<file path="config.mk">
export PLATFORM = sky130hd
export DESIGN_NAME = bbd_window
export DESIGN_NICKNAME = d
export VERILOG_FILES = /design/src/design/bbd_pkg.sv /design/src/design/bbd_window.sv
export SDC_FILE = /design/constraint.sdc
export NUM_CORES = 1
export LEC_CHECK = 0
export ABC_AREA = 1
export BUFFER_PORTS_ARGS = -buffer_cell sky130_fd_sc_hd__clkbuf_2
export CAP_MARGIN = 20
export CORE_ASPECT_RATIO = 0.7
export CORE_UTILIZATION = 57
export CTS_BUF_LIST = sky130_fd_sc_hd__clkbuf_4
export DETAILED_ROUTE_END_ITERATION = 10
export PLACE_DENSITY = 0.8
export SYNTH_ARGS = -nofsm -noshare
export SYNTH_HDL_FRONTEND = slang
export SYNTH_SLANG_ARGS = --single-unit
</file>
<file path="constraint.sdc">
create_clock -name clk -period 5.6 [get_ports clk]
set_clock_uncertainty 0.1 [all_clocks]
set_input_delay 0.28 -clock clk [delete_from_list [all_inputs] [get_ports clk]]
set_output_delay 0.28 -clock clk [all_outputs]
set_load 0.03 [all_outputs]
</file>
<file path="src/design/bbd_pkg.sv">
// shared types, constants and pixel math for the bilinear bayer demosaic block
// no dependencies; every other design file refers to it by scoped names
package bbd_pkg;

    localparam int MAX_WIDTH  = 1024;
    localparam int MAX_HEIGHT = 4096;

    localparam int PIX_W     = 8;
    localparam int COL_W     = $clog2(MAX_WIDTH);
    localparam int WID_W     = 11;
    localparam int HGT_W     = 13;
    localparam int ROW_W     = $clog2(MAX_HEIGHT) + 1;
    localparam int CFG_W     = 13;
    localparam int CFG_IDX_W = 1;

    localparam int FIFO_DEPTH = 4;
    localparam int FIFO_PTR_W = $clog2(FIFO_DEPTH);
    localparam int FIFO_CNT_W = $clog2(FIFO_DEPTH + 1);

    localparam logic [WID_W-1:0] WIDTH_RESET  = WID_W'(580);
    localparam logic [HGT_W-1:0] HEIGHT_RESET = HGT_W'(440);
    localparam logic [WID_W-1:0] WIDTH_MIN    = WID_W'(2);
    localparam logic [WID_W-1:0] WIDTH_MAX    = WID_W'(MAX_WIDTH);
    localparam logic [HGT_W-1:0] HEIGHT_MIN   = HGT_W'(2);
    localparam logic [HGT_W-1:0] HEIGHT_MAX   = HGT_W'(MAX_HEIGHT);

    typedef enum logic [CFG_IDX_W-1:0] {
        REG_IMAGE_WIDTH  = 1'b0,
        REG_IMAGE_HEIGHT = 1'b1
    } cfg_reg_t;

    typedef enum logic {
        OP_SAMPLE = 1'b0,
        OP_FLUSH  = 1'b1
    } opcode_t;

    typedef struct packed {
        opcode_t          opcode;
        logic [PIX_W-1:0] raw_sample;
    } in_item_t;

    typedef struct packed {
        logic [PIX_W-1:0] red;
        logic [PIX_W-1:0] green;
        logic [PIX_W-1:0] blue;
        logic             frame_end;
        logic             run_last;
    } out_item_t;

    // what the second stage needs to know about one transaction
    typedef struct packed {
        logic [COL_W-1:0] col;
        logic             col_zero;
        logic             row_le1;
        logic             drain;
        logic [PIX_W-1:0] raw;
        logic             emit_a;
        logic             emit_b;
        logic             prow_odd;
    } s1_ctl_t;

    // 3x3 window, index row*3 + column, column 2 is the newest
    typedef logic [8:0][PIX_W-1:0] window_t;

    function automatic window_t win_shift(window_t w, logic [PIX_W-1:0] top,
                                          logic [PIX_W-1:0] mid, logic [PIX_W-1:0] bot);
        window_t n;
        n    = w;
        n[0] = w[1];
        n[1] = w[2];
        n[3] = w[4];
        n[4] = w[5];
        n[6] = w[7];
        n[7] = w[8];
        n[2] = top;
        n[5] = mid;
        n[8] = bot;
        return n;
    endfunction

    function automatic window_t win_fill(logic [PIX_W-1:0] top, logic [PIX_W-1:0] mid,
                                         logic [PIX_W-1:0] bot);
        window_t n;
        n[0] = top;
        n[1] = top;
        n[2] = top;
        n[3] = mid;
        n[4] = mid;
        n[5] = mid;
        n[6] = bot;
        n[7] = bot;
        n[8] = bot;
        return n;
    endfunction

    function automatic out_item_t interp(window_t w, logic prow_odd, logic pcol_odd,
                                         logic fend, logic last);
        logic [PIX_W:0]   hz_s;
        logic [PIX_W:0]   vt_s;
        logic [PIX_W+1:0] cr_s;
        logic [PIX_W+1:0] dg_s;
        logic [PIX_W-1:0] hz;
        logic [PIX_W-1:0] vt;
        logic [PIX_W-1:0] cr;
        logic [PIX_W-1:0] dg;
        out_item_t        o;
        hz_s = {1'b0, w[3]} + {1'b0, w[5]} + (PIX_W+1)'(1);
        vt_s = {1'b0, w[1]} + {1'b0, w[7]} + (PIX_W+1)'(1);
        cr_s = {2'b0, w[1]} + {2'b0, w[3]} + {2'b0, w[5]} + {2'b0, w[7]} + (PIX_W+2)'(2);
        dg_s = {2'b0, w[0]} + {2'b0, w[2]} + {2'b0, w[6]} + {2'b0, w[8]} + (PIX_W+2)'(2);
        hz   = hz_s[PIX_W:1];
        vt   = vt_s[PIX_W:1];
        cr   = cr_s[PIX_W+1:2];
        dg   = dg_s[PIX_W+1:2];
        case ({prow_odd, pcol_odd})
            2'b00:
            begin
                o.red = hz;  o.green = w[4]; o.blue = vt;
            end
            2'b01:
            begin
                o.red = w[4]; o.green = cr; o.blue = dg;
            end
            2'b10:
            begin
                o.red = dg;  o.green = cr;   o.blue = w[4];
            end
            default:
            begin
                o.red = vt;  o.green = w[4]; o.blue = hz;
            end
        endcase
        o.frame_end = fend;
        o.run_last  = last;
        return o;
    endfunction

endpackage

</file>
<file path="src/design/bbd_window.sv">
// second stage: line store write-back, 3x3 window and interpolation
// depends on bbd_pkg
module bbd_window (
    input  logic                         clk,
    input  logic                         rst_n,
    input  logic                         s1_fire,
    input  bbd_pkg::s1_ctl_t             s1_ctl,
    input  logic [bbd_pkg::PIX_W-1:0]    top_rdata,
    input  logic [bbd_pkg::PIX_W-1:0]    mid_rdata,
    output logic                         wr_en,
    output logic [bbd_pkg::COL_W-1:0]    wr_addr,
    output logic [bbd_pkg::PIX_W-1:0]    top_wdata,
    output logic [bbd_pkg::PIX_W-1:0]    mid_wdata,
    output logic [1:0]                   push_n,
    output bbd_pkg::out_item_t           push_d0,
    output bbd_pkg::out_item_t           push_d1
);

    bbd_pkg::window_t          win_reg, win_next;
    bbd_pkg::window_t          win1;
    bbd_pkg::window_t          win2;
    logic [bbd_pkg::PIX_W-1:0] top;
    logic [bbd_pkg::PIX_W-1:0] mid;
    logic [bbd_pkg::PIX_W-1:0] bot;
    bbd_pkg::out_item_t        res_a;
    bbd_pkg::out_item_t        res_b;

    always_comb
    begin
        mid = mid_rdata;
        // first two rows replicate the top edge
        top = s1_ctl.row_le1 ? mid_rdata : top_rdata;
        // drain replicates the bottom edge
        bot = s1_ctl.drain ? mid_rdata : s1_ctl.raw;

        win1 = s1_ctl.col_zero ? bbd_pkg::win_fill(top, mid, bot)
                               : bbd_pkg::win_shift(win_reg, top, mid, bot);
        // last column sees itself again on the right
        win2 = bbd_pkg::win_shift(win1, top, mid, bot);

        res_a = bbd_pkg::interp(win1, s1_ctl.prow_odd, ~s1_ctl.col[0], 1'b0,
                                !s1_ctl.emit_b);
        res_b = bbd_pkg::interp(win2, s1_ctl.prow_odd, s1_ctl.col[0], s1_ctl.drain, 1'b1);

        win_next = win_reg;
        if (s1_fire)
            win_next = s1_ctl.emit_b ? win2 : win1;

        push_n  = 2'b00;
        push_d0 = res_a;
        push_d1 = res_b;
        if (s1_fire)
        begin
            if (s1_ctl.emit_a)
                push_n = s1_ctl.emit_b ? 2'd2 : 2'd1;
            else if (s1_ctl.emit_b)
            begin
                push_n  = 2'd1;
                push_d0 = res_b;
            end
        end
    end

    always_ff @(posedge clk or negedge rst_n)
    begin
        if (!rst_n)
            win_reg <= '0;
        else
            win_reg <= win_next;
    end

    assign wr_en     = s1_fire;
    assign wr_addr   = s1_ctl.col;
    assign top_wdata = mid;
    assign mid_wdata = bot;

endmodule

</file>
==> reports/results.ini <==
[cts]
clkTransAtPathRegs_ns = 0.17
htreeDepth = 2
cts_sinks = 48
cts_tree = yes
cts_setup_buffers = 0
cts_buffers = 5
clk_path_buf_depth = 2
clk_latency_ns = 0.40
root_buffer = clkbuf_4

[critical_path]
slowest_stage = o21ai_0
cpLargestDelayFamily = compound AO/OA/AOI/OAI gates
cp.required_ns = 5.22
cp.arrival_ns = 4.61
cpMostUsedCell = a21oi_1
start_kind = primary input
cp-end-kind = output pin
cp_slowest_stage_delay_ns = 0.79
cp_max_fo = 14
cp_num_buf_inv = 3
crit_chain = clkbuf_2 -> o21ai_0 -> nor2_1 -> a21oi_1 -> fa_1 -> fa_1 -> inv_1 -> ha_1 -> a21oi_1 -> o21ai_0 -> o21bai_4 -> nand2_2 -> nand2_2 -> nand2_1 -> nand3_1 -> nand3_1 -> nand2_1 -> a21oi_1 -> clkbuf_2
critical_path_class = in -> out

[status]
status = completed

[timing]
maxSlewViolCount = 0
slew_headroom_pct = 35.4
rsz0062_at_grt = no
final.setup.tns_ns = 0
fin_crit_ns = 4.99
fin_crit_sh_pct = 89.1
hold_viol = 0
tightest_slew_ns = 0.959
fmax_mhz = 200
finalSetupViolCount = 0
setup_ws_ns = 0.611
hold_ws_ns = 0.163

[finish]
regArea_mm2 = 0.00120
n_fill_cell = 1298
largest_reg_flops = 48
drive_gt1_share_pct = 13.4
multi_input_comb_area_mm2 = 0.00609
areaGrowthSynthToFinish_pct = 7.28
nets = 1513
antennaDiodeCount = 0
final_cell_area_mm2 = 0.00915

[placement]
dp_slack_ns = 0.743
place_congestion = 1.01
numPortBuffers = 104
placed_area_mm2 = 0.00905
hpwl_um = 21100

[logic_synthesis]
synthArstFlopShare_pct = 100
synth_flop_cell = dfrtp_1
ys_warn_count = 0
yosysSeqAreaShare_pct = 14.1
synthCells = 1279
ys_ff_latch = 48
synth_area_mm2 = 0.00853
synth_cell_type_count = 51
synth_edf_count = 0
avgSynthCellArea_um2 = 6.67
synth_nets = 1451

[routing]
wire_per_inst_um = 17.3
drt_iter0_drc = 1000
vias_per_cell = 5.78
drcViolationCount = 0
wl_um = 26500
vias = 8862
dr.pass1.iters = 5
ant_nets = 0

[global_routing]
grt_use_total_pct = 35.2
grt_max_degree = 68
busiest_layer = met2
global_route.usage.met2_pct = 52.5
grt_pass1_vias = 8108
use_met1_pct = 51.4
met3_usage_pct = 5.57
antenna_found_initial = 0
grt-ovfl-total = 0
grt_pass1_wl_um = 42600

[job]
max-cap-violations = 0

[power]
ir_drop_v = 0.000268
power.leakage_nw = 5.02
powerDensity_mw_per_mm2 = 358
finalPower_mw = 3.28

[floorplan]
initial_core_util_pct = 59.7
pin_count = 124
die_w_um = 148
dieArea_mm2 = 0.0155
coreArea_mm2 = 0.0143
rows = 36
die_h_um = 104

[min_path]
hold_class = in -> reg

## placed cells by master, fill, tap and decap left out, types with 4 or more instances in the layout
| cell type | instances |
|---|---|
| nand3_2 | 4 |
| o21ai_1 | 12 |
| nand2_1 | 279 |
| clkbuf_4 | 6 |
| nand2_2 | 15 |
| nand2_4 | 5 |
| o211ai_1 | 10 |
| dfrtp_1 | 48 |
| fa_1 | 64 |
| nand3b_1 | 12 |
| a21oi_1 | 151 |
| inv_1 | 231 |
| nor3_1 | 5 |
| o21ai_0 | 84 |
| buf_4 | 12 |
| clkbuf_2 | 104 |
| o21ai_2 | 7 |
| o21bai_1 | 5 |
| xor2_1 | 8 |
| o2111ai_1 | 4 |
| nand3_1 | 70 |
| inv_2 | 5 |
| xnor2_1 | 13 |
| nor2_1 | 67 |
| nand4_1 | 12 |
| or2_2 | 6 |
| ha_1 | 65 |
## layout make-up
class	count	area share, %
sequential	48	13.1
clock buffer	5	0.410
clock inverter	3	0.465
timing repair buffer	119	7.08
multi-input combinational	930	66.6
inverter	237	9.72
tap	190	2.60
## per-stage QoR
stage,util (%),std cells
floorplan,-,1279
global placement,63.4,1522
detailed placement,63.4,1522
CTS,64.0,1531
global route,64.1,1532
finish,64.1,1532
## cell usage after synthesis, types with 13 or more instances
cell	count	share of area, %
inv_1	232	10
nand2_1	279	12
xnor2_1	13	1.3
nand3_1	70	4.1
buf_4	23	2.0
o21ai_0	84	4.9
a21oi_1	151	8.9
nand2_2	15	1.1
nor2_1	67	2.9
buf_2	14	0.82
dfrtp_1	48	14
ha_1	65	9.5
fa_1	64	15
clkbuf_1	24	1.1
## power by group
group / switching (mW) / internal (mW)
Sequential: 0.0197 / 0.384
Clock: 0.133 / 0.0935
Combinational: 1.78 / 0.873
## path summary, 6_finish.rpt
| kind | start | endpoint | slack [ns] | cells past startpoint |
|---|---|---|---|---|
| worst max-delay path | s1_ctl[12] | push_d0[23] | 0.61 | 19 |
| worst min-delay path | mid_rdata[3] | win_reg[35] | 0.16 | 3 |
| worst max register to register | win_reg[66] | win_reg[58] | 4.24 | 4 |
| worst min register to register | win_reg[47] | win_reg[47] | 0.41 | 2 |
| max in group asynchronous | rst_n | win_reg[47] | 4.52 | 3 |
| min in group asynchronous | rst_n | win_reg[16] | 0.41 | 3 |
## worst register-to-register path, cell delays in order, from the launching register on
cell     delay [ns]
dfrtp_1        0.42
a21oi_1        0.39
inv_1          0.12
a21oi_1        0.15
a21oi_1        0.06
## cell families (layout without fill, tap and decap cells)
| group | Yosys count | count (layout) | synth area share [%] |
|---|---|---|---|
| AND/OR/NAND/NOR | 483 | 483 | 25.1 |
| AO/OA/AOI/OAI | 296 | 296 | 19.5 |
| XOR/XNOR | 21 | 21 | 2.16 |
| adder cells (fa/ha/maj) | 129 | 129 | 24.6 |
| buffers and inverters | 301 | 364 | 14.6 |
| flip-flops | 48 | 48 | 14.1 |
| other | 1 | 1 | 0.0440 |
## what timing repair did
item	in CTS	in global routing
hold endpoints to repair	48	0
hold buffers	1	0
setup endpoints to repair	0	0
resized for setup	0	0
## routing by layer
| metal | part of all wire (%) | vias up |
|---|---|---|
| li1 | - | 4207 |
| met1 | 44 | 4036 |
| met2 | 42 | 566 |
| met3 | 11 | 53 |
| met4 | 3.5 | 0 |
| met5 | 0 | - |
Power figures use the tool's default switching activity.
