File: src/design/bbd_pkg.sv
// shared types, constants and pixel math for the bilinear bayer demosaic block
// no dependencies; every other design file refers to it by scoped names
package bbd_pkg;

    localparam int MAX_WIDTH  = 1024;
    localparam int MAX_HEIGHT = 4096;

    localparam int PIX_W     = 8;
    localparam int COL_W     = $clog2(MAX_WIDTH);
    localparam int WID_W     = 11;
    localparam int HGT_W     = 13;
    localparam int ROW_W     = $clog2(MAX_HEIGHT) + 1;
    localparam int CFG_W     = 13;
    localparam int CFG_IDX_W = 1;

    localparam int FIFO_DEPTH = 4;
    localparam int FIFO_PTR_W = $clog2(FIFO_DEPTH);
    localparam int FIFO_CNT_W = $clog2(FIFO_DEPTH + 1);

    localparam logic [WID_W-1:0] WIDTH_RESET  = WID_W'(580);
    localparam logic [HGT_W-1:0] HEIGHT_RESET = HGT_W'(440);
    localparam logic [WID_W-1:0] WIDTH_MIN    = WID_W'(2);
    localparam logic [WID_W-1:0] WIDTH_MAX    = WID_W'(MAX_WIDTH);
    localparam logic [HGT_W-1:0] HEIGHT_MIN   = HGT_W'(2);
    localparam logic [HGT_W-1:0] HEIGHT_MAX   = HGT_W'(MAX_HEIGHT);

    typedef enum logic [CFG_IDX_W-1:0] {
        REG_IMAGE_WIDTH  = 1'b0,
        REG_IMAGE_HEIGHT = 1'b1
    } cfg_reg_t;

    typedef enum logic {
        OP_SAMPLE = 1'b0,
        OP_FLUSH  = 1'b1
    } opcode_t;

    typedef struct packed {
        opcode_t          opcode;
        logic [PIX_W-1:0] raw_sample;
    } in_item_t;

    typedef struct packed {
        logic [PIX_W-1:0] red;
        logic [PIX_W-1:0] green;
        logic [PIX_W-1:0] blue;
        logic             frame_end;
        logic             run_last;
    } out_item_t;

    // what the second stage needs to know about one transaction
    typedef struct packed {
        logic [COL_W-1:0] col;
        logic             col_zero;
        logic             row_le1;
        logic             drain;
        logic [PIX_W-1:0] raw;
        logic             emit_a;
        logic             emit_b;
        logic             prow_odd;
    } s1_ctl_t;

    // 3x3 window, index row*3 + column, column 2 is the newest
    typedef logic [8:0][PIX_W-1:0] window_t;

    function automatic window_t win_shift(window_t w, logic [PIX_W-1:0] top,
                                          logic [PIX_W-1:0] mid, logic [PIX_W-1:0] bot);
        window_t n;
        n    = w;
        n[0] = w[1];
        n[1] = w[2];
        n[3] = w[4];
        n[4] = w[5];
        n[6] = w[7];
        n[7] = w[8];
        n[2] = top;
        n[5] = mid;
        n[8] = bot;
        return n;
    endfunction

    function automatic window_t win_fill(logic [PIX_W-1:0] top, logic [PIX_W-1:0] mid,
                                         logic [PIX_W-1:0] bot);
        window_t n;
        n[0] = top;
        n[1] = top;
        n[2] = top;
        n[3] = mid;
        n[4] = mid;
        n[5] = mid;
        n[6] = bot;
        n[7] = bot;
        n[8] = bot;
        return n;
    endfunction

    function automatic out_item_t interp(window_t w, logic prow_odd, logic pcol_odd,
                                         logic fend, logic last);
        logic [PIX_W:0]   hz_s;
        logic [PIX_W:0]   vt_s;
        logic [PIX_W+1:0] cr_s;
        logic [PIX_W+1:0] dg_s;
        logic [PIX_W-1:0] hz;
        logic [PIX_W-1:0] vt;
        logic [PIX_W-1:0] cr;
        logic [PIX_W-1:0] dg;
        out_item_t        o;
        hz_s = {1'b0, w[3]} + {1'b0, w[5]} + (PIX_W+1)'(1);
        vt_s = {1'b0, w[1]} + {1'b0, w[7]} + (PIX_W+1)'(1);
        cr_s = {2'b0, w[1]} + {2'b0, w[3]} + {2'b0, w[5]} + {2'b0, w[7]} + (PIX_W+2)'(2);
        dg_s = {2'b0, w[0]} + {2'b0, w[2]} + {2'b0, w[6]} + {2'b0, w[8]} + (PIX_W+2)'(2);
        hz   = hz_s[PIX_W:1];
        vt   = vt_s[PIX_W:1];
        cr   = cr_s[PIX_W+1:2];
        dg   = dg_s[PIX_W+1:2];
        case ({prow_odd, pcol_odd})
            2'b00:
            begin
                o.red = hz;  o.green = w[4]; o.blue = vt;
            end
            2'b01:
            begin
                o.red = w[4]; o.green = cr; o.blue = dg;
            end
            2'b10:
            begin
                o.red = dg;  o.green = cr;   o.blue = w[4];
            end
            default:
            begin
                o.red = vt;  o.green = w[4]; o.blue = hz;
            end
        endcase
        o.frame_end = fend;
        o.run_last  = last;
        return o;
    endfunction

endpackage

File: src/design/bbd_ctrl.sv
// config registers, raster counters and the read-issue stage
// depends on bbd_pkg
module bbd_ctrl (
    input  logic                           clk,
    input  logic                           rst_n,
    input  logic                           in_valid,
    input  bbd_pkg::in_item_t              in_data,
    output logic                           in_stall,
    input  logic                           cfg_we,
    input  logic [bbd_pkg::CFG_IDX_W-1:0]  cfg_index,
    input  logic [bbd_pkg::CFG_W-1:0]      cfg_wdata,
    input  logic                           s1_fire,
    output logic                           rd_en,
    output logic [bbd_pkg::COL_W-1:0]      rd_addr,
    output logic                           s1_valid,
    output bbd_pkg::s1_ctl_t               s1_ctl
);

    logic [bbd_pkg::WID_W-1:0] width_reg, width_next;
    logic [bbd_pkg::HGT_W-1:0] height_reg, height_next;
    logic [bbd_pkg::COL_W-1:0] col_reg, col_next;
    logic [bbd_pkg::ROW_W-1:0] row_reg, row_next;
    logic                      s1_valid_reg, s1_valid_next;
    bbd_pkg::s1_ctl_t          s1_ctl_reg, s1_ctl_next;

    logic [bbd_pkg::WID_W-1:0] w_eff;
    logic [bbd_pkg::HGT_W-1:0] h_eff;
    logic                      accept;
    logic                      drain;
    logic                      active;
    logic                      row_end;
    logic                      row_nz;

    always_comb
    begin
        width_next  = width_reg;
        height_next = height_reg;
        if (cfg_we)
        begin
            unique case (bbd_pkg::cfg_reg_t'(cfg_index))
                bbd_pkg::REG_IMAGE_WIDTH:  width_next  = cfg_wdata[bbd_pkg::WID_W-1:0];
                bbd_pkg::REG_IMAGE_HEIGHT: height_next = cfg_wdata[bbd_pkg::HGT_W-1:0];
                default: ;
            endcase
        end
    end

    always_comb
    begin
        if (width_reg < bbd_pkg::WIDTH_MIN)
            w_eff = bbd_pkg::WIDTH_MIN;
        else if (width_reg > bbd_pkg::WIDTH_MAX)
            w_eff = bbd_pkg::WIDTH_MAX;
        else
            w_eff = width_reg;
        if (height_reg < bbd_pkg::HEIGHT_MIN)
            h_eff = bbd_pkg::HEIGHT_MIN;
        else if (height_reg > bbd_pkg::HEIGHT_MAX)
            h_eff = bbd_pkg::HEIGHT_MAX;
        else
            h_eff = height_reg;
    end

    assign in_stall = s1_valid_reg && !s1_fire;
    assign accept   = in_valid && !in_stall;
    assign drain    = bbd_pkg::HGT_W'(row_reg) >= h_eff;
    // a flush before the drain is taken and dropped
    assign active   = accept && (drain || (in_data.opcode != bbd_pkg::OP_FLUSH));
    assign row_end  = {1'b0, col_reg} >= (w_eff - bbd_pkg::WID_W'(1));
    assign row_nz   = (row_reg != '0);

    always_comb
    begin
        col_next    = col_reg;
        row_next    = row_reg;
        s1_ctl_next = s1_ctl_reg;
        if (active)
        begin
            s1_ctl_next.col      = col_reg;
            s1_ctl_next.col_zero = (col_reg == '0);
            s1_ctl_next.row_le1  = (row_reg <= bbd_pkg::ROW_W'(1));
            s1_ctl_next.drain    = drain;
            s1_ctl_next.raw      = in_data.raw_sample;
            s1_ctl_next.emit_a   = row_nz && (col_reg != '0);
            s1_ctl_next.emit_b   = row_nz && row_end;
            // output row is one behind
            s1_ctl_next.prow_odd = ~row_reg[0];
            if (row_end)
            begin
                col_next = '0;
                row_next = drain ? '0 : row_reg + bbd_pkg::ROW_W'(1);
            end
            else
            begin
                col_next = col_reg + bbd_pkg::COL_W'(1);
            end
        end
        if (active)
            s1_valid_next = 1'b1;
        else if (s1_fire)
            s1_valid_next = 1'b0;
        else
            s1_valid_next = s1_valid_reg;
    end

    always_ff @(posedge clk or negedge rst_n)
    begin
        if (!rst_n)
        begin
            width_reg    <= bbd_pkg::WIDTH_RESET;
            height_reg   <= bbd_pkg::HEIGHT_RESET;
            col_reg      <= '0;
            row_reg      <= '0;
            s1_valid_reg <= 1'b0;
        end
        else
        begin
            width_reg    <= width_next;
            height_reg   <= height_next;
            col_reg      <= col_next;
            row_reg      <= row_next;
            s1_valid_reg <= s1_valid_next;
        end
    end

    always_ff @(posedge clk)
    begin
        s1_ctl_reg <= s1_ctl_next;
    end

    assign rd_en    = active;
    assign rd_addr  = col_reg;
    assign s1_valid = s1_valid_reg;
    assign s1_ctl   = s1_ctl_reg;

endmodule

File: config.mk
export PLATFORM = sky130hd
export DESIGN_NAME = bbd_ctrl
export DESIGN_NICKNAME = d
export VERILOG_FILES = /design/src/design/bbd_pkg.sv /design/src/design/bbd_ctrl.sv
export SDC_FILE = /design/constraint.sdc
export NUM_CORES = 1
export LEC_CHECK = 0
export ABC_AREA = 1
export BUFFER_PORTS_ARGS = -buffer_cell sky130_fd_sc_hd__buf_4
export CORE_MARGIN = 2
export CORE_UTILIZATION = 36
export DETAILED_ROUTE_END_ITERATION = 6
export HOLD_SLACK_MARGIN = 0.06
export PLACE_DENSITY = 0.53
export SYNTH_ARGS = -nofsm -noshare
export SYNTH_HDL_FRONTEND = slang
export SYNTH_SLANG_ARGS = --single-unit
File: constraint.sdc
create_clock -name clk -period 4.01 [get_ports clk]
set_input_delay 0.2005 -clock clk [delete_from_list [all_inputs] [get_ports clk]]
set_output_delay 0.2005 -clock clk [all_outputs]
set_load 0.05 [all_outputs]
==> qor_table.md <==
| Parameter | This run |
|:---|:---|
| Run status | complete, no violations |
| Via-per-instance ratio | 4.871 |
| Maximum cell stage delay along the critical path | 0.37 ns |
| Average cell area after synthesis | 8.098 um^2 |
| CORE AREA | 0.01142 mm^2 |
| CTS Buffer Depth | 2 |
| Number of cells produced by synthesis | 521 |
| Clock tree root buffer cell | clkbuf_16 |
| Sink count of the clock tree | 72 |
| CTS tree | built |
| Sequence of cells on the critical path | nor4_1 > nand2_1 > o41ai_1 > buf_4 > o21ai_0 > ha_1 > nand2_1 > inv_1 > nand3_1 > nand3_1 > nand3_1 > nand3_1 > nor2_1 > nor2_4 > buf_4 > buf_4 |
| Slew HR | 54.30% |
| Power density over the cells | 571.5 mW/mm^2 |
| Count of warnings emitted by yosys | 0 |
| Type of the worst min-delay path | in2reg |
| Clock power frac | 29.0% |
| Proportion of layout cells with a drive suffix above 1 | 16.81% |
| Portion of the post-synthesis area used by sequential elements | 45.79% |
| Number of failing setup endpoints in the final timing report | 0 |
| Clock skew after layout | 0.006299 ns |
| Share of the synthesized area in the top cell type | 23.72% |
| Combinational group share of total power | 36.3% |
| Worst skew pair latency | 0.34 ns |
| Global-route wire length before repair | 16.46 mm |
| Count of distinct cell types in the synthesized netlist | 30 |
| Internal Pwr Total | 1.807 mW |
| Cells resized by post-CTS repair | 0 |
| Sort of element at the end of the critical path | primary output |
| Effective utilization at floorplan | 36.95% |
| Via total after detailed routing | 3624 |
| Global-route usage over all layers | 16.22% |
| Static leakage | 2.593 nW |
| Post-layout min period | 3.447 ns |
| Count of buffering cells on the critical path with inverters included | 4 |
| Fraction of the cycle the final worst path needs | 85.95% |
| N_diodes | 0 |
| Die Footprint | 0.01260 mm^2 |
| Post-route antenna net violation count | 0 |
| Final number of hold-violating endpoints | 0 |
| Top-Level Pins | 65 |
| Total DRC errors in the routed layout | 0 |
| Num CTS Buffers | 9 |
| Vertical die dimension | 112.3 um |
| Top cell type by total area after synthesis | dfrtp_1 |
| Routed wirelength normalized by instance count | 13.24 um |
| Total placed cells including tap cells | 719 |
| Peak fanout along the critical path | 15 |
| Minimum setup slack among reg-to-reg paths | 0.68 ns |
| Placement-stage cell area | 0.004835 mm^2 |
| Antenna violations before repair | 0 |
| # port buffers | 64 |
| Number of global-route vias before repair | 3451 |
| Register clock-pin slew on the reported worst setup and hold paths | 0.06 ns |
| Sum of net half-perimeters after detailed placement | 7.264 mm |
| Register-to-Register Path Depth | 22 |
| CTS H-tree lvls | 3 |
| Actual slew at the worst max-slew pin | 0.6839 ns |
| Routed wire length | 9.850 mm |
| Reg-to-reg startpoint | width_reg[2] |
| Number of flip-flops under the largest register name | 24 |
| Number of fill cells | 1159 |
| Data required, critical path | 3.81 ns |
| Cell types occupying the most area after synthesis | dfrtp_1, edfxtp_1, nand2_1 |
| Synth-to-layout area growth | 24.32% |
| Critical setup path kind | reg2out |
| Final non-filler cell total | 744 |
| Gr ovfl total | 0 |
| Slowest cell on the critical path | dfstp_2 |
| Hold path startpoint | cfg_wdata[11] |
| Post-synth net total | 578 |
| Max-cap violation count | 0 |
| Data arrival at the endpoint of the critical path | 3.25 ns |
| Register bit total from synthesis | 72 |
| Count of nets after finishing | 653 |
| Count of routing violations after the opening detailed-route iteration | 173 |
| Final setup TNS | 0 ns |
| Switching pwr | 1.190 mW |
| DR pass1 iterations | 6 |
| Hold endpoint | height_reg[11] |
| Critical R2R Capture | s1_ctl[1] |
| Post-route total power | 2.997 mW |
| Register share of total power | 34.7% |
| GP Congestion | 0.8115 |
| Fin area | 0.005245 mm^2 |
| Kind of cell adding the most delay to the critical path | simple AND/OR/NAND/NOR gates |
| Maximum resistive drop on vdd | 0.0003144 V |
| Summed instance area of the synthesized netlist | 0.004219 mm^2 |
| Achievable frequency | 290.1 MHz |
| Register cell area after layout | 0.001932 mm^2 |
| Pin count of the biggest net entering global routing | 49 |
| Most numerous cell on the critical path | nand3_1 |
| Hold path depth | 2 |
| Die extent in x | 112.3 um |
| Critical path launch point type | flip-flop |
| Area taken by multi-input logic gates | 0.001932 mm^2 |
| Final number of max-transition violations | 0 |
| Net switching fraction of the power | 39.70% |
| FP Rows | 39 |
| Setup repair after global routing missed its margin | no |
synth_stat cells, drive strengths merged:
master  instances
nand4          21
dfrtp          40
a21oi          13
dfstp           8
clkbuf          6
nor2           42
nand3          28
nor3b           2
xnor2           5
ha             29
xor2           10
mux2            1
or2             1
buf             9
o41ai           3
nor3           10
edfxtp         24
nor4            9
a31oi           1
o21ai          26
inv            71
nand2         162
worst register-to-register path, delay by kind of cell (launching register included):
| family | cells | cell delay [ns] |
|---|---|---|
| AOI/OAI and AO/OA | 2 | 0.38 |
| xor gates and xnor gates | 1 | 0.20 |
| adders and majority gates | 2 | 0.57 |
| buffers and inverters | 1 | 0.05 |
| DFF | 1 | 0.57 |
| and+or+nand+nor | 16 | 1.34 |
metrics by stage:
| step | utilization, % | setup slack, ns | hold slack (ns) |
|---|---|---|---|
| 4_1_cts | 45.93 | 0.4766 | 0.09577 |
| 2_1_floorplan | - | 0.7405 | -0.09509 |
| 6_report | 45.93 | 0.5634 | 0.09921 |
| 3_5_place_dp | 42.34 | 0.7115 | 0.2718 |
| 3_3_place_gp | 42.34 | 0.7660 | 0.2684 |
| 5_1_grt | 45.93 | 0.2084 | 0.1024 |
layout by cell type, fill, tap and decap left out, types with 3 or more instances in the layout:
cell type	synthesis	final
dfstp_2	8	8
xnor2_1	5	5
nor2_1	41	41
buf_4	3	70
nand2_1	160	160
nand4_1	19	19
clkbuf_16	0	9
edfxtp_1	24	24
nor4_1	9	9
nand3_1	28	28
a21oi_1	13	13
dfrtp_1	40	40
dlygate4sd3_1	0	9
clkinvlp_4	0	3
o41ai_1	3	3
xor2_1	10	10
inv_1	70	70
ha_1	29	29
nor3_1	10	10
o21ai_0	25	25
cells by family after synthesis:
logic type / share of synthesized area, %
mux: 0.2669
fa+ha+maj: 8.600
buf+inv: 8.541
xor+xnor: 3.114
compound gates: 5.397
simple gates: 28.29
flops: 45.79
layer usage:
metal | vias up | track usage [%] | routed length (um)
li1 | 1849 | - | -
met1 | 1669 | 21.73 | 4788
met2 | 92 | 25.62 | 4438
met3 | 14 | 2.970 | 420
met4 | 0 | 7.561 | 204
met5 | - | 0 | 0
how the worst max path moves through the flow:
stage / start / to / slack [ns] / cells past startpoint
after floorplan: height_reg[8] / s1_ctl[0] / 0.74 / 16
after global placement: width_reg[6] / s1_ctl[1] / 0.77 / 22
after detailed placement: width_reg[2] / s1_ctl[1] / 0.71 / 22
after CTS: height_reg[8] / rd_en / 0.48 / 16
after global routing: height_reg[8] / rd_en / 0.21 / 16
final: height_reg[8] / rd_en / 0.56 / 16
cell type report:
class / count / share of cell area [%]
Sequential cell: 72 / 36.83
Clock buffer: 9 / 4.294
Inverter: 71 / 5.081
Clock inverter: 7 / 1.813
Tap cell: 143 / 3.411
Multi-Input combinational cell: 363 / 36.83
Timing Repair Buffer: 79 / 11.74
power by group through the flow:
stage	sequential [mW]	clock, mW	combinational, mW
6_report	1.04	0.869	1.09
5_1_grt	1.06	0.921	1.22
4_1_cts	1.04	0.888	1.10
3_5_place_dp	1.05	0	1.09
3_3_place_gp	1.05	0	1.07
2_1_floorplan	1.26	0	0.549
what timing repair did:
action,4_1_cts,5_1_grt
endpoints found under the hold margin,48,0
hold buffers,9,0
setup buffers,0,0
Note: power is estimated with default switching activity, not from simulation.
