### src/design/bbd_pkg.sv
// shared types, constants and pixel math for the bilinear bayer demosaic block
// no dependencies; every other design file refers to it by scoped names
package bbd_pkg;

    localparam int MAX_WIDTH  = 1024;
    localparam int MAX_HEIGHT = 4096;

    localparam int PIX_W     = 8;
    localparam int COL_W     = $clog2(MAX_WIDTH);
    localparam int WID_W     = 11;
    localparam int HGT_W     = 13;
    localparam int ROW_W     = $clog2(MAX_HEIGHT) + 1;
    localparam int CFG_W     = 13;
    localparam int CFG_IDX_W = 1;

    localparam int FIFO_DEPTH = 4;
    localparam int FIFO_PTR_W = $clog2(FIFO_DEPTH);
    localparam int FIFO_CNT_W = $clog2(FIFO_DEPTH + 1);

    localparam logic [WID_W-1:0] WIDTH_RESET  = WID_W'(580);
    localparam logic [HGT_W-1:0] HEIGHT_RESET = HGT_W'(440);
    localparam logic [WID_W-1:0] WIDTH_MIN    = WID_W'(2);
    localparam logic [WID_W-1:0] WIDTH_MAX    = WID_W'(MAX_WIDTH);
    localparam logic [HGT_W-1:0] HEIGHT_MIN   = HGT_W'(2);
    localparam logic [HGT_W-1:0] HEIGHT_MAX   = HGT_W'(MAX_HEIGHT);

    typedef enum logic [CFG_IDX_W-1:0] {
        REG_IMAGE_WIDTH  = 1'b0,
        REG_IMAGE_HEIGHT = 1'b1
    } cfg_reg_t;

    typedef enum logic {
        OP_SAMPLE = 1'b0,
        OP_FLUSH  = 1'b1
    } opcode_t;

    typedef struct packed {
        opcode_t          opcode;
        logic [PIX_W-1:0] raw_sample;
    } in_item_t;

    typedef struct packed {
        logic [PIX_W-1:0] red;
        logic [PIX_W-1:0] green;
        logic [PIX_W-1:0] blue;
        logic             frame_end;
        logic             run_last;
    } out_item_t;

    // what the second stage needs to know about one transaction
    typedef struct packed {
        logic [COL_W-1:0] col;
        logic             col_zero;
        logic             row_le1;
        logic             drain;
        logic [PIX_W-1:0] raw;
        logic             emit_a;
        logic             emit_b;
        logic             prow_odd;
    } s1_ctl_t;

    // 3x3 window, index row*3 + column, column 2 is the newest
    typedef logic [8:0][PIX_W-1:0] window_t;

    function automatic window_t win_shift(window_t w, logic [PIX_W-1:0] top,
                                          logic [PIX_W-1:0] mid, logic [PIX_W-1:0] bot);
        window_t n;
        n    = w;
        n[0] = w[1];
        n[1] = w[2];
        n[3] = w[4];
        n[4] = w[5];
        n[6] = w[7];
        n[7] = w[8];
        n[2] = top;
        n[5] = mid;
        n[8] = bot;
        return n;
    endfunction

    function automatic window_t win_fill(logic [PIX_W-1:0] top, logic [PIX_W-1:0] mid,
                                         logic [PIX_W-1:0] bot);
        window_t n;
        n[0] = top;
        n[1] = top;
        n[2] = top;
        n[3] = mid;
        n[4] = mid;
        n[5] = mid;
        n[6] = bot;
        n[7] = bot;
        n[8] = bot;
        return n;
    endfunction

    function automatic out_item_t interp(window_t w, logic prow_odd, logic pcol_odd,
                                         logic fend, logic last);
        logic [PIX_W:0]   hz_s;
        logic [PIX_W:0]   vt_s;
        logic [PIX_W+1:0] cr_s;
        logic [PIX_W+1:0] dg_s;
        logic [PIX_W-1:0] hz;
        logic [PIX_W-1:0] vt;
        logic [PIX_W-1:0] cr;
        logic [PIX_W-1:0] dg;
        out_item_t        o;
        hz_s = {1'b0, w[3]} + {1'b0, w[5]} + (PIX_W+1)'(1);
        vt_s = {1'b0, w[1]} + {1'b0, w[7]} + (PIX_W+1)'(1);
        cr_s = {2'b0, w[1]} + {2'b0, w[3]} + {2'b0, w[5]} + {2'b0, w[7]} + (PIX_W+2)'(2);
        dg_s = {2'b0, w[0]} + {2'b0, w[2]} + {2'b0, w[6]} + {2'b0, w[8]} + (PIX_W+2)'(2);
        hz   = hz_s[PIX_W:1];
        vt   = vt_s[PIX_W:1];
        cr   = cr_s[PIX_W+1:2];
        dg   = dg_s[PIX_W+1:2];
        case ({prow_odd, pcol_odd})
            2'b00:
            begin
                o.red = hz;  o.green = w[4]; o.blue = vt;
            end
            2'b01:
            begin
                o.red = w[4]; o.green = cr; o.blue = dg;
            end
            2'b10:
            begin
                o.red = dg;  o.green = cr;   o.blue = w[4];
            end
            default:
            begin
                o.red = vt;  o.green = w[4]; o.blue = hz;
            end
        endcase
        o.frame_end = fend;
        o.run_last  = last;
        return o;
    endfunction

endpackage

### src/design/bbd_res_fifo.sv
// small result queue: takes up to two pixels per cycle, gives one while out_stall is low
// depends on bbd_pkg
module bbd_res_fifo (
    input  logic                clk,
    input  logic                rst_n,
    input  logic [1:0]          push_n,
    input  bbd_pkg::out_item_t  push_d0,
    input  bbd_pkg::out_item_t  push_d1,
    output logic                room,
    output logic                out_valid,
    input  logic                out_stall,
    output bbd_pkg::out_item_t  out_data
);

    bbd_pkg::out_item_t              fifo_reg [bbd_pkg::FIFO_DEPTH];
    logic [bbd_pkg::FIFO_PTR_W-1:0]  wp_reg, wp_next;
    logic [bbd_pkg::FIFO_PTR_W-1:0]  rp_reg, rp_next;
    logic [bbd_pkg::FIFO_CNT_W-1:0]  cnt_reg, cnt_next;
    logic [bbd_pkg::FIFO_PTR_W-1:0]  wp_inc;
    logic                            pop;

    assign pop    = (cnt_reg != '0) && !out_stall;
    assign wp_inc = wp_reg + bbd_pkg::FIFO_PTR_W'(1);

    always_comb
    begin
        rp_next  = pop ? rp_reg + bbd_pkg::FIFO_PTR_W'(1) : rp_reg;
        wp_next  = wp_reg + bbd_pkg::FIFO_PTR_W'(push_n);
        cnt_next = cnt_reg + bbd_pkg::FIFO_CNT_W'(push_n)
                 - bbd_pkg::FIFO_CNT_W'(pop);
    end

    always_ff @(posedge clk or negedge rst_n)
    begin
        if (!rst_n)
        begin
            wp_reg  <= '0;
            rp_reg  <= '0;
            cnt_reg <= '0;
        end
        else
        begin
            wp_reg  <= wp_next;
            rp_reg  <= rp_next;
            cnt_reg <= cnt_next;
        end
    end

    always_ff @(posedge clk)
    begin
        if (push_n != 2'd0)
            fifo_reg[wp_reg] <= push_d0;
        if (push_n == 2'd2)
            fifo_reg[wp_inc] <= push_d1;
    end

    // room for a full pair regardless of this cycle's pop
    assign room      = cnt_reg <= bbd_pkg::FIFO_CNT_W'(bbd_pkg::FIFO_DEPTH - 2);
    assign out_valid = (cnt_reg != '0);
    assign out_data  = fifo_reg[rp_reg];

endmodule

### config.mk
export PLATFORM = sky130hd
export DESIGN_NAME = bbd_res_fifo
export DESIGN_NICKNAME = d
export VERILOG_FILES = /design/src/design/bbd_pkg.sv /design/src/design/bbd_res_fifo.sv
export SDC_FILE = /design/constraint.sdc
export NUM_CORES = 1
export LEC_CHECK = 0
export ABC_AREA = 1
export BUFFER_PORTS_ARGS = -buffer_cell sky130_fd_sc_hd__buf_2
export CORE_MARGIN = 3
export CORE_UTILIZATION = 35
export CTS_BUF_LIST = sky130_fd_sc_hd__clkbuf_4 sky130_fd_sc_hd__clkbuf_8 sky130_fd_sc_hd__clkbuf_16
export DETAILED_ROUTE_END_ITERATION = 8
export PLACE_DENSITY = 0.66
export SLEW_MARGIN = 20
export SYNTH_ARGS = -nofsm -noshare
export SYNTH_HDL_FRONTEND = slang
export SYNTH_SLANG_ARGS = --single-unit
### constraint.sdc
create_clock -name clk -period 2.78 [get_ports clk]
set_input_delay 0.556 -clock clk [delete_from_list [all_inputs] [get_ports clk]]
set_output_delay 0.556 -clock clk [all_outputs]
set_load 0.005 [all_outputs]
==> flow_metrics.tcl, run 1 <==
set metrics [dict create \
    power.total_w 0.006909 \
    yosys.area.top_type "edfxtp_1" \
    synth.distinct_cells 26 \
    instances_no_fill 1032 \
    hold_buffers 0 \
    crit_type "reg2out" \
    synth-seq-area-share_pct 54.06 \
    cap_viol_max_count 0 \
    cts_max_level 3 \
    worstSkewPairLatency_ns 0.35 \
    synth-main-ff-cell "edfxtp_1" \
    drcViolationCount 0 \
    grt-ovfl-total 0 \
    drt_first_pass_iters 5 \
    cts.clk_slew.worst_paths_ns 0.08 \
    crit_slowest_cell "dfrtp_1" \
    hp-class "in2async" \
    die_h_um 138.0 \
    cts-resized-gates 0 \
    gp_routability_congestion 0.7580 \
    status "finished, final reports clean" \
    start_util_pct 36.27 \
    p_leak_nw 3.305 \
    layout-drive-gt1-share_pct 16.75 \
    crit_chain "inv_2 > buf_4 > nor2_1 > o21ai_0 > nand2_1 > buf_2" \
    grt_pass1_vias 4712 \
    cts-root-buf "clkbuf_16" \
    die_width_um 138.0 \
    async_reset_ff_share_pct 6.306 \
    syn-cell-area_um2 6101 \
    worst-path-buf-inv 3 \
    num_io_pins 85 \
    fin_crit_sh_pct 83.14 \
    rsz0062_at_grt "false" \
    post_cts_buffers 0 \
    viasPerCell 4.827 \
    arrival_ns 1.76 \
    wl_per_cell_um 15.47 \
    dp.cells 1016 \
    synth_seq_cells 111 \
    clk_path_buf_depth 2 \
    clock_sinks 111 \
    max-vdd-ir-drop_mv 0.4516 \
    startpoint_type "register" \
    synth_compound_gate_area_share_pct 4.676 \
    crit_path_max_fanout 22 \
    setup_violations 0 \
    fin_area_um2 6969 \
    fin_skew_ns 0.01033 \
    grt_pass1_wl_um 25510 \
    rows 47 \
    syn_inst 736 \
    detail_route.iter0.violations 510 \
    synthSimpleGateAreaFrac_pct 32.55 \
    wirelength_um 15960 \
    synth_area_per_cell_um2 8.289 \
    synth_top_family_by_area "simple AND/OR/NAND/NOR gates" \
    dpl.hpwl_um 10570 \
    n_antenna_cell 0 \
    synth_top_area_share_pct 51.19 \
    synthMuxAreaShare_pct 0 \
    timing.slew.headroom_pct 44.01 \
    portBuffers 84 \
    hold_viol 0 \
    synth-adder-area-share_pct 1.148 \
    final_nets 869 \
    synth_area_leaders "edfxtp_1, nand2_1, nand3_1" \
    synth-edff-count 104 \
    slew_viol_final 0 \
    vias 4981 \
    max_stage_delay_ns 0.39 \
    synth_common_cells "nand2_1, edfxtp_1, nand3_1, nor2_1, o21ai_0" \
    cts_tree "done" \
    numCtsBuffers 9 \
    tightest_slew_ns 0.8378 \
    coreArea_um2 16820 \
    cp_top_family "buffers and inverters" \
    fin_crit_ns 2.311 \
    critPathRequiredTime_ns 2.22 \
    detail-route-antenna-nets 0 \
    critPathCaptureType "output port" \
    clock.fmax_mhz 432.6 \
    grt_max_degree 80 \
    dpl_cell_area_um2 6685 \
    power.density_nw_per_um2 991.4 \
    yosysMostFrequentCell "nand2_1" \
    largest_reg_flops 104 \
    synth_xor_area_share_pct 0.2871 \
    grt_use_total_pct 16.64 \
    tns_ns 0 \
    dieArea_um2 19050 \
    area_growth_pct 14.23 \
    synth_fp_nets 798 \
    antenna_found_initial 3 \
    yosys_warnings 0 \
]
## final cells by class
class / count / area, µm²
Fill cell: 1722 / 9849
Timing Repair Buffer: 103 / 588.1
Multi-Input combinational cell: 540 / 2362
Inverter: 42 / 160.2
Clock buffer: 10 / 239.0
Clock inverter: 6 / 45.04
Sequential cell: 111 / 3299
Tap cell: 220 / 275.3
## metrics by stage
step,worst slack [ns],hold WS [ns],util (%)
after floorplan,0.4270,0.2604,-
after global placement,0.6656,0.4078,39.75
after detailed placement,0.6606,0.4123,39.75
after CTS,0.4495,0.03383,41.44
after global routing,0.3272,0.03644,41.44
final,0.4686,0.03254,41.44
## worst paths after layout
path	startpoint	end	slack [ns]	cells after the start
worst max-delay path	rp_reg[1]$_DFFE_PN0P_	out_data[2]	0.47	6
worst min-delay path	rst_n	cnt_reg[0]$_DFF_PN0_	0.03	1
worst max register to register	cnt_reg[2]$_DFF_PN0_	cnt_reg[2]$_DFF_PN0_	0.75	12
worst min register to register	rp_reg[1]$_DFFE_PN0P_	rp_reg[1]$_DFFE_PN0P_	0.51	2
max in group asynchronous	rst_n	rp_reg[0]$_DFFE_PN0P_	2.56	1
min in group clk	push_d0[15]	fifo_reg[2][15]$_DFFE_PP_	0.51	3
## routing by layer
layer / up-vias / wire length [µm] / track usage [%]
met5: - / 34 / 0
met2: 168 / 7313 / 26.36
met4: 6 / 311 / 5.720
met1: 2250 / 7127 / 22.49
met3: 28 / 1173 / 4.006
li1: 2529 / - / -
## placed cells by master, fill, tap and decap left out, drive strengths merged, types with 2 or more instances in the layout
cell type  netlist  layout
buf             35     103
inv             42      43
ha               4       4
clkinv           0       2
nor2            59      59
edfxtp         104     104
clkinvlp         0       3
dfrtp            7       7
nand3           81      81
clkbuf           8      10
o21ai           56      56
nand2          335     335
## power by group
group | total, W | internal [W] | switching, W
Sequential | 0.00276 | 0.00255 | 0.000210
Combinational | 0.00290 | 0.000964 | 0.00194
Clock | 0.00125 | 0.000637 | 0.000612
Total | 0.00691 | 0.00415 | 0.00276
## cells by family (layout without fill, tap and decap cells)
kind of cell,after synthesis,after routing
adder cells (fa/ha/maj),5,5
flip-flops,111,111
AND/OR/NAND/NOR,476,476
XOR/XNOR,2,2
AO/OA/AOI/OAI,57,57
buffers and inverters,85,161
(Power assumes the default switching activity.)
==> inputs of run 2 (changes only) <==
==> constraint.sdc (replaced) <==
create_clock -name clk -period 1.9 [get_ports clk]
set_input_delay 0.38 -clock clk [delete_from_list [all_inputs] [get_ports clk]]
set_output_delay 0.38 -clock clk [all_outputs]
set_load 0.005 [all_outputs]
==> run 2 against run 1 <==
  * The flow now finishes with violations (negative setup slack)
  * Sequential cell count unchanged
  * Clock power increased by 50%
  * Non-clock buffer count rose by 11
  * Count of clock-buffer cells in the layout increased by 1
  * Highest routed layer unchanged
  * Largest power group unchanged
  * Critical path depth shrank 1
  * Utilization increased by 1.4 points
==> flow_metrics.tcl, run 2 (same netlist as run 1, synthesis figures left out) <==
set metrics [dict create \
    status "finished, violations left" \
    violations "negative setup slack" \
    ff2ff_setup_slack_ns -0.01 \
    viasPerCell 5.005 \
    cts_max_level 3 \
    detail-route-antenna-nets 0 \
    area_growth_pct 17.97 \
    vias 5225 \
    cts.clk_slew.worst_paths_ns 0.07 \
    r2r-start "cnt_reg[1]$_DFF_PN0_" \
    max-vdd-ir-drop_mv 0.7236 \
    swShare_pct 39.36 \
    critPathRequiredTime_ns 1.52 \
    setup_violations 2 \
    cts_tree "done" \
    layout_common_cells "nand2_1, edfxtp_1, buf_2, nand3_1, nor2_1" \
    fin_area_um2 7197 \
    tns_ns -0.03426 \
    dpl_cell_area_um2 6830 \
    p_leak_nw 3.391 \
    grt_pass1_wl_um 26480 \
    fin_skew_ns 0.01163 \
    crit_type "reg2out" \
    fin_crit_ns 1.923 \
    portBuffers 84 \
    r2r-end "cnt_reg[2]$_DFF_PN0_" \
    cap_viol_max_count 0 \
    drt_first_pass_iters 6 \
    coreArea_um2 16820 \
    setup_slack_ns -0.02307 \
    grt_use_total_pct 17.49 \
    clock_sinks 111 \
    antenna_found_initial 1 \
    crit_end "out_data[14]" \
    final_util_pct 42.79 \
    crit_chain "inv_1 > buf_4 > o21ai_0 > nand2_2 > buf_2" \
    fin_crit_sh_pct 101.2 \
    clock.fmax_mhz 520.0 \
    wirelength_met1_um 7237 \
    critPathCaptureType "output port" \
    rows 47 \
    met3_length_um 1203 \
    rsz0062_at_grt "true" \
    internal_power_w 0.006509 \
    numCtsBuffers 9 \
    gp_routability_congestion 0.7861 \
    die_width_um 138.0 \
    clk_path_buf_depth 2 \
    wirelength_um 16840 \
    post-place-ws_ns -0.0007995 \
    drcViolationCount 0 \
    grt-ovfl-total 0 \
    crit_path_max_fanout 15 \
    worstSkewPairLatency_ns 0.35 \
    wl_met2_um 7998 \
    p_clk_share_pct 17.5 \
    dieArea_um2 19050 \
    r2r_cells 12 \
    wl_per_cell_um 16.13 \
    slew_viol_final 0 \
    num_io_pins 85 \
    hp-class "in2reg" \
    largest_reg_flops 104 \
    combPwrFrac_pct 45.2 \
    grt_pass1_vias 5003 \
    arrival_ns 1.54 \
    hold_viol 0 \
    die_h_um 138.0 \
    p_switching_w 0.004225 \
    grt_max_degree 52 \
    tightest_slew_ns 0.5398 \
    start_util_pct 36.27 \
    seq_power_share_pct 37.3 \
    final_nets 880 \
    crit_slowest_cell "dfrtp_2" \
    top_layer "met5" \
    fill_cells 1638 \
    cts-root-buf "clkbuf_16" \
    startpoint_type "register" \
    power.density_nw_per_um2 1491 \
    layout-drive-gt1-share_pct 19.20 \
    critPathLaunch "rp_reg[0]$_DFFE_PN0P_" \
    timing.slew.headroom_pct 64.01 \
    max_stage_delay_ns 0.44 \
    detail_route.iter0.violations 386 \
    dpl.hpwl_um 10160 \
    mostFrequentLayoutCell "nand2_1" \
]
run 2: cell count changes in the layout (fill, tap and decap cells not counted), moves of 3 or more:
cell,previous run,this run
buf_12,2,8
buf_4,17,20
clkinv_1,0,3
inv_1,37,32
inv_2,4,8
nand2_1,330,325
nand2_2,1,6
o21ai_0,54,43
o21ai_1,1,12
run 2: power by group through the flow:
| stage | clock network (W) | registers [W] | logic [W] |
|---|---|---|---|
| global route | 0.00199 | 0.00408 | 0.00543 |
| detailed placement | 0 | 0.00405 | 0.00473 |
| floorplan | 0 | 0.00394 | 0.00288 |
| finish | 0.00188 | 0.00401 | 0.00485 |
| CTS | 0.00189 | 0.00400 | 0.00478 |
| global placement | 0 | 0.00402 | 0.00468 |
run 2: worst min path at each step:
stage	start	endpoint	slack, ns	cells past startpoint
2_1_floorplan	rst_n	cnt_reg[0]$_DFF_PN0_	0.08	0
3_3_place_gp	rst_n	wp_reg[0]$_DFF_PN0_	0.23	1
3_5_place_dp	rst_n	wp_reg[0]$_DFF_PN0_	0.23	1
4_1_cts	out_stall	rp_reg[0]$_DFFE_PN0P_	0.32	4
5_1_grt	push_d0[20]	fifo_reg[3][20]$_DFFE_PP_	0.34	3
6_report	out_stall	rp_reg[1]$_DFFE_PN0P_	0.34	4
run 2: critical path, delay by kind of cell, from the launching register on:
family	cells	cell delay (ns)
DFF	1	0.44
and+or+nand+nor	1	0.10
buffers and inverters	3	0.41
AOI/OAI and AO/OA	1	0.25
run 2: final cells by class:
type	instances	area [µm²]	share of cell area, %
clock buffer	11	240.2	3.338
sequential	111	3299	45.84
multi-input combinational	540	2412	33.52
clock inverter	5	48.80	0.6780
inverter	42	162.7	2.260
timing repair buffer	114	755.7	10.50
antenna	1	2.502	0.03477
tap	220	275.3	3.825
run 2: routing by layer:
metal	vias to the layer above	track usage, %
met5	-	0
met4	2	7.540
met3	38	3.798
met2	196	28.52
met1	2436	22.57
li1	2553	-
run 2: metrics by stage:
step | total power [W] | hold WS [ns] | std cells
5_1_grt | 0.01150 | 0.3411 | 1043
2_1_floorplan | 0.006818 | 0.08441 | 736
3_5_place_dp | 0.008785 | 0.2332 | 1024
4_1_cts | 0.01067 | 0.3197 | 1042
3_3_place_gp | 0.008709 | 0.2315 | 1024
6_report | 0.01073 | 0.3384 | 1044
run 2: repair_timing:
action | CTS | global route
setup buffers | 1 | 1
hold buffers | 1 | 0
resized for setup | 2 | 24
endpoints found under the hold margin | 7 | 0
pin swaps | 0 | 6
endpoints found under the setup margin | 12 | 24
